===== src/hdl/wbs_pkg.sv =====
// Shared types, codes and field layout for the waypoint beacon sequencer.
`default_nettype none

package wbs_pkg;

    // Store depth default (handed to the top-level parameter)
    localparam int MAX_WAYPOINTS_DEF = 64;

    // Field widths
    localparam int CMD_W     = 2;
    localparam int COORD_W   = 24;
    localparam int TIME_W    = 32;
    localparam int EV_W      = 3;
    localparam int TIDX_W    = 6;
    localparam int PLEN_W    = 7;
    localparam int CFG_W     = 16;
    localparam int CFG_ADDR_W = 1;
    localparam int WP_W      = 3 * COORD_W;

    // Stream widths (padded to whole bytes)
    localparam int S_DATA_BITS = 3 * COORD_W + 1 + TIME_W;
    localparam int S_DATA_W    = ((S_DATA_BITS + 7) / 8) * 8;
    localparam int M_DATA_BITS = 1 + TIDX_W + 3 * COORD_W + PLEN_W;
    localparam int M_DATA_W    = ((M_DATA_BITS + 7) / 8) * 8;

    // Register reset values
    localparam logic [CFG_W-1:0] REACH_RADIUS_RST = 16'd768;
    localparam logic [CFG_W-1:0] HB_PERIOD_RST    = 16'd1000;

    // Register indexes
    localparam logic [CFG_ADDR_W-1:0] CFG_REACH_RADIUS = 1'd0;
    localparam logic [CFG_ADDR_W-1:0] CFG_HB_PERIOD    = 1'd1;

    typedef enum logic [CMD_W-1:0] {
        CMD_APPEND = 2'd0,
        CMD_START  = 2'd1,
        CMD_CANCEL = 2'd2,
        CMD_TICK   = 2'd3
    } cmd_t;

    typedef enum logic [EV_W-1:0] {
        EV_NONE        = 3'd0,
        EV_HEARTBEAT   = 3'd1,
        EV_WP_REACHED  = 3'd2,
        EV_DEST        = 3'd3,
        EV_PLAYER_LOST = 3'd4,
        EV_INDEX_FAULT = 3'd5,
        EV_REJECTED    = 3'd6,
        EV_ACCEPTED    = 3'd7
    } event_t;

    typedef enum logic [2:0] {
        ST_IDLE,
        ST_SQUARE,
        ST_COMPARE,
        ST_FETCH,
        ST_PUSH
    } state_t;

endpackage

`default_nettype wire


===== src/hdl/wbs_reach_unit.sv =====
// Squared planar distance against squared reach radius, two register stages.
`default_nettype none

module wbs_reach_unit
(
    input  wire logic                                clk,
    input  wire logic signed [wbs_pkg::COORD_W-1:0]  px,
    input  wire logic signed [wbs_pkg::COORD_W-1:0]  py,
    input  wire logic signed [wbs_pkg::COORD_W-1:0]  tx,
    input  wire logic signed [wbs_pkg::COORD_W-1:0]  ty,
    input  wire logic        [wbs_pkg::CFG_W-1:0]    radius,
    output logic                                     reached
);

    localparam int D_W  = wbs_pkg::COORD_W + 1;
    localparam int P_W  = 2 * D_W;
    localparam int SQ_W = P_W - 1;
    localparam int R2_W = 2 * wbs_pkg::CFG_W;

    logic signed [D_W-1:0]  dx_reg;
    logic signed [D_W-1:0]  dy_reg;
    logic signed [P_W-1:0]  prod_x;
    logic signed [P_W-1:0]  prod_y;
    logic        [SQ_W-1:0] sq_x_reg;
    logic        [SQ_W-1:0] sq_y_reg;
    logic        [R2_W-1:0] r2_reg;
    logic        [P_W-1:0]  dist2;

    // free-running: stage timing is tracked by the sequencer
    always_ff @(posedge clk)
    begin
        dx_reg   <= D_W'(px) - D_W'(tx);
        dy_reg   <= D_W'(py) - D_W'(ty);
        sq_x_reg <= prod_x[SQ_W-1:0];
        sq_y_reg <= prod_y[SQ_W-1:0];
        r2_reg   <= R2_W'(radius) * R2_W'(radius);
    end

    assign prod_x = dx_reg * dx_reg;
    assign prod_y = dy_reg * dy_reg;
    assign dist2  = P_W'(sq_x_reg) + P_W'(sq_y_reg);
    assign reached = dist2 < P_W'(r2_reg);

endmodule

`default_nettype wire


===== config.mk =====
export PLATFORM = sky130hd
export DESIGN_NAME = wbs_reach_unit
export DESIGN_NICKNAME = d
export VERILOG_FILES = /design/src/hdl/wbs_pkg.sv /design/src/hdl/wbs_reach_unit.sv
export SDC_FILE = /design/constraint.sdc
export NUM_CORES = 2
export LEC_CHECK = 0
export ABC_AREA = 1
export BUFFER_PORTS_ARGS = -buffer_cell sky130_fd_sc_hd__buf_2
export CAP_MARGIN = 20
export CORE_ASPECT_RATIO = 0.5
export CORE_MARGIN = 1
export CORE_UTILIZATION = 46
export CTS_CLUSTER_DIAMETER = 50
export DETAILED_ROUTE_END_ITERATION = 8
export SYNTH_ARGS = -nofsm -noshare
export SYNTH_HDL_FRONTEND = slang
export SYNTH_SLANG_ARGS = --single-unit

===== constraint.sdc =====
create_clock -name clk -period 7.2 [get_ports clk]
set_clock_uncertainty 0.1 [all_clocks]
set_input_delay 0.72 -clock clk [delete_from_list [all_inputs] [get_ports clk]]
set_output_delay 0.72 -clock clk [all_outputs]
set_load 0.005 [all_outputs]

==> flow_metrics.env <==
export IMPL_status="finished, final reports clean"
export IMPL_cts_sinks=177
export IMPL_cap_viol_max_count=0
export IMPL_finalCritPeriodShare=0.977
export IMPL_ant_nets=0
export IMPL_synth_most_common_cell="inv_1"
export IMPL_grt_overflow=0
export IMPL_syn_area_um2=59800
export IMPL_ioPinCount=114
export IMPL_synthArstFlopShare=0
export IMPL_synth_fa_ha_area_frac=0.565
export IMPL_hold_ws_ps=379
export IMPL_synth_nets=9313
export IMPL_area_delta_synth_final_pct=6.11
export IMPL_reg2reg_to="sq_y_reg[43]$_DFF_P_"
export IMPL_clk_pin_slew_worst_paths_ps=100
export IMPL_yosysWarnings=0
export IMPL_wl_per_cell_um=15.9
export IMPL_core_um2=129000
export IMPL_tns_ps=0
export IMPL_ys_top_cells_by_count="2365 x inv_1, 1390 x nand2_1, 1362 x fa_1"
export IMPL_cp_arrival_ps=7330
export IMPL_synth_distinct_cells=54
export IMPL_synth_ff_type="dfxtp_1"
export IMPL_hp_class="in -> reg"
export IMPL_synth_compound_area_frac=0.0481
export IMPL_path_max_fanout=26
export IMPL_ys_seq_elements=177
export IMPL_cp_start_kind="flop"
export IMPL_fillerInstances=12600
export IMPL_critical_path_class="reg -> reg"
export IMPL_synthCells=7315
export IMPL_via_per_inst=4.80
export IMPL_setup_viol=0
export IMPL_wl_um=144000
export IMPL_hpwl_um=129000
export IMPL_drive_gt1_frac=0.0503
export IMPL_fin_nets=9375
export IMPL_period_needed_ps=7040
export IMPL_yosysTopAreaCell="fa_1"
export IMPL_muxShareOfSynthArea=0
export IMPL_endpoint="sq_y_reg[43]$_DFF_P_"
export IMPL_dp_cells=9068
export IMPL_worst_slew_pin_slew_ps=739
export IMPL_place_congestion=0.984
export IMPL_synth_edf_count=0
export IMPL_maxSlewHeadroom=0.495
export IMPL_multi_input_area_um2=46700
export IMPL_synth_area_leaders="fa_1 46%, inv_1 15%, ha_1 11%"
export IMPL_synth_top_area_share=0.456
export IMPL_initial_utilization=0.465
export IMPL_die_h_um=257
export IMPL_drt_iter0_drc=2835
export IMPL_drt_pass1_iterations=6
export IMPL_cts_hold_buf=0
export IMPL_io_buffers=113
export IMPL_startpoint="dy_reg[8]$_DFF_P_"
export IMPL_cts_tree="done"
export IMPL_insertion_delay_ps=520
export IMPL_clockBufferDepth=2
export IMPL_required_ps=7490
export IMPL_drv_slew=0
export IMPL_grt_total_usage=0.231
export IMPL_hold_viol=0
export IMPL_die_x_um=512
export IMPL_reg2reg_from="dy_reg[8]$_DFF_P_"
export IMPL_ys_seq_area_frac=0.0592
export IMPL_reg2reg_setup_slack_ps=160
export IMPL_die_area_um2=132000
export IMPL_numCtsBuffers=17
export IMPL_n_antenna_cell=0
export IMPL_grt_max_degree=27
export IMPL_avgSynthCellArea_um2=8.18
export IMPL_synth_xor_xnor_area_share=0.0362
export IMPL_max_freq_ghz=0.142
export IMPL_final_util=0.493
export IMPL_worst_setup_path_end_kind="flop"
export IMPL_antenna_found_initial=2
export IMPL_rsz0062_at_grt="no"
export IMPL_clock_root_buffer="clkbuf_16"
export IMPL_register_area_um2=3570
export IMPL_synth_top_family_by_area="adder cells"
export IMPL_dr_total_vias=43700
export IMPL_h_tree_depth=4
export IMPL_grt_pass1_vias=46100
export IMPL_r2r_cells=24
export IMPL_drc=0
export IMPL_std_cell_rows=93
export IMPL_layout_cells_non_filler=9100
export IMPL_synth_simple_area_share=0.131
export IMPL_grt_pass1_wl_um=241000
## what timing repair did
action                     4_1_cts  5_1_grt
gates resized for setup          3       37
gates cloned                     0        0
pin swaps                        0        1
setup buffers                    0        0
setup endpoints to repair        2       23
## worst max-delay path: stages (launching register included)
cell,delay (ps)
dfxtp_1,450
buf_8,260
nand2_1,110
fa_1,570
inv_1,70
fa_1,490
fa_1,510
inv_1,70
fa_1,540
inv_1,70
fa_1,520
fa_1,510
inv_1,50
fa_1,470
inv_1,40
ha_1,390
nand2_1,130
nor2_1,240
inv_1,90
nor2_1,120
and3_1,160
a21o_1,210
nand2_1,90
o21ai_1,300
xor2_1,330
## placed cells by master (no fill, tap or decap), types with 9 or more instances in the layout
cell	instances
nand4_1	27
nand3_1	115
buf_4	99
nand2_1	1390
clkbuf_16	17
o21ai_0	97
fa_1	1362
nor2_2	9
inv_1	2365
buf_2	113
o21ai_1	15
o21bai_1	31
nand2_2	20
xor2_1	165
dfxtp_1	154
o21a_1	13
nor3_1	36
a31oi_1	23
ha_1	521
xnor2_1	82
dfxtp_2	22
a21o_1	16
o211ai_1	10
inv_2	11
nor2_1	308
a21oi_1	254
## layer usage
metal / wire (µm) / GRT usage / vias up / part of all wire
li1: - / - / 21000 / -
met1: 70100 / 0.345 / 21500 / 0.49
met4: 1620 / 0.0344 / 4 / 0.011
met5: 27 / 0 / - / 0.00019
met3: 9440 / 0.0376 / 104 / 0.065
met2: 63200 / 0.360 / 1017 / 0.44
## cell families after synthesis
family / Yosys count
AOI/OAI and AO/OA: 501
and+or+nand+nor: 1949
DFF: 177
adders and majority gates: 1885
xor gates and xnor gates: 247
buffers and inverters: 2556
## through the flow
step / worst slack, ps / cell area (µm²)
2_1_floorplan: 458 / 59800
3_3_place_gp: -103 / 62800
3_5_place_dp: 24.8 / 62800
4_1_cts: 46.7 / 63400
5_1_grt: 1.45 / 63500
6_report: 163 / 63500
## worst min-delay path by stage
stage,from,to,cells after the start,slack [ps]
2_1_floorplan,dx_reg[0]$_DFF_P_,sq_x_reg[0]$_DFF_P_,0,230
3_5_place_dp,dx_reg[0]$_DFF_P_,sq_x_reg[0]$_DFF_P_,1,440
5_1_grt,ty[0],dy_reg[0]$_DFF_P_,3,370
6_report,ty[0],dy_reg[0]$_DFF_P_,3,380
3_3_place_gp,dx_reg[0]$_DFF_P_,sq_x_reg[0]$_DFF_P_,1,440
4_1_cts,tx[0],dx_reg[0]$_DFF_P_,3,350
## final cells by class
type,instances,area share
clock inverters,15,0.00321
repair buffers,223,0.0236
inverters,2376,0.140
multi-input cells,4582,0.736
well taps,1710,0.0337
flip-flops and latches,177,0.0563
clock buffers,17,0.00670
Power is left out: the tool's default activity adds up to more than one toggle a clock period on the data nets, which glitch-free logic cannot reach.
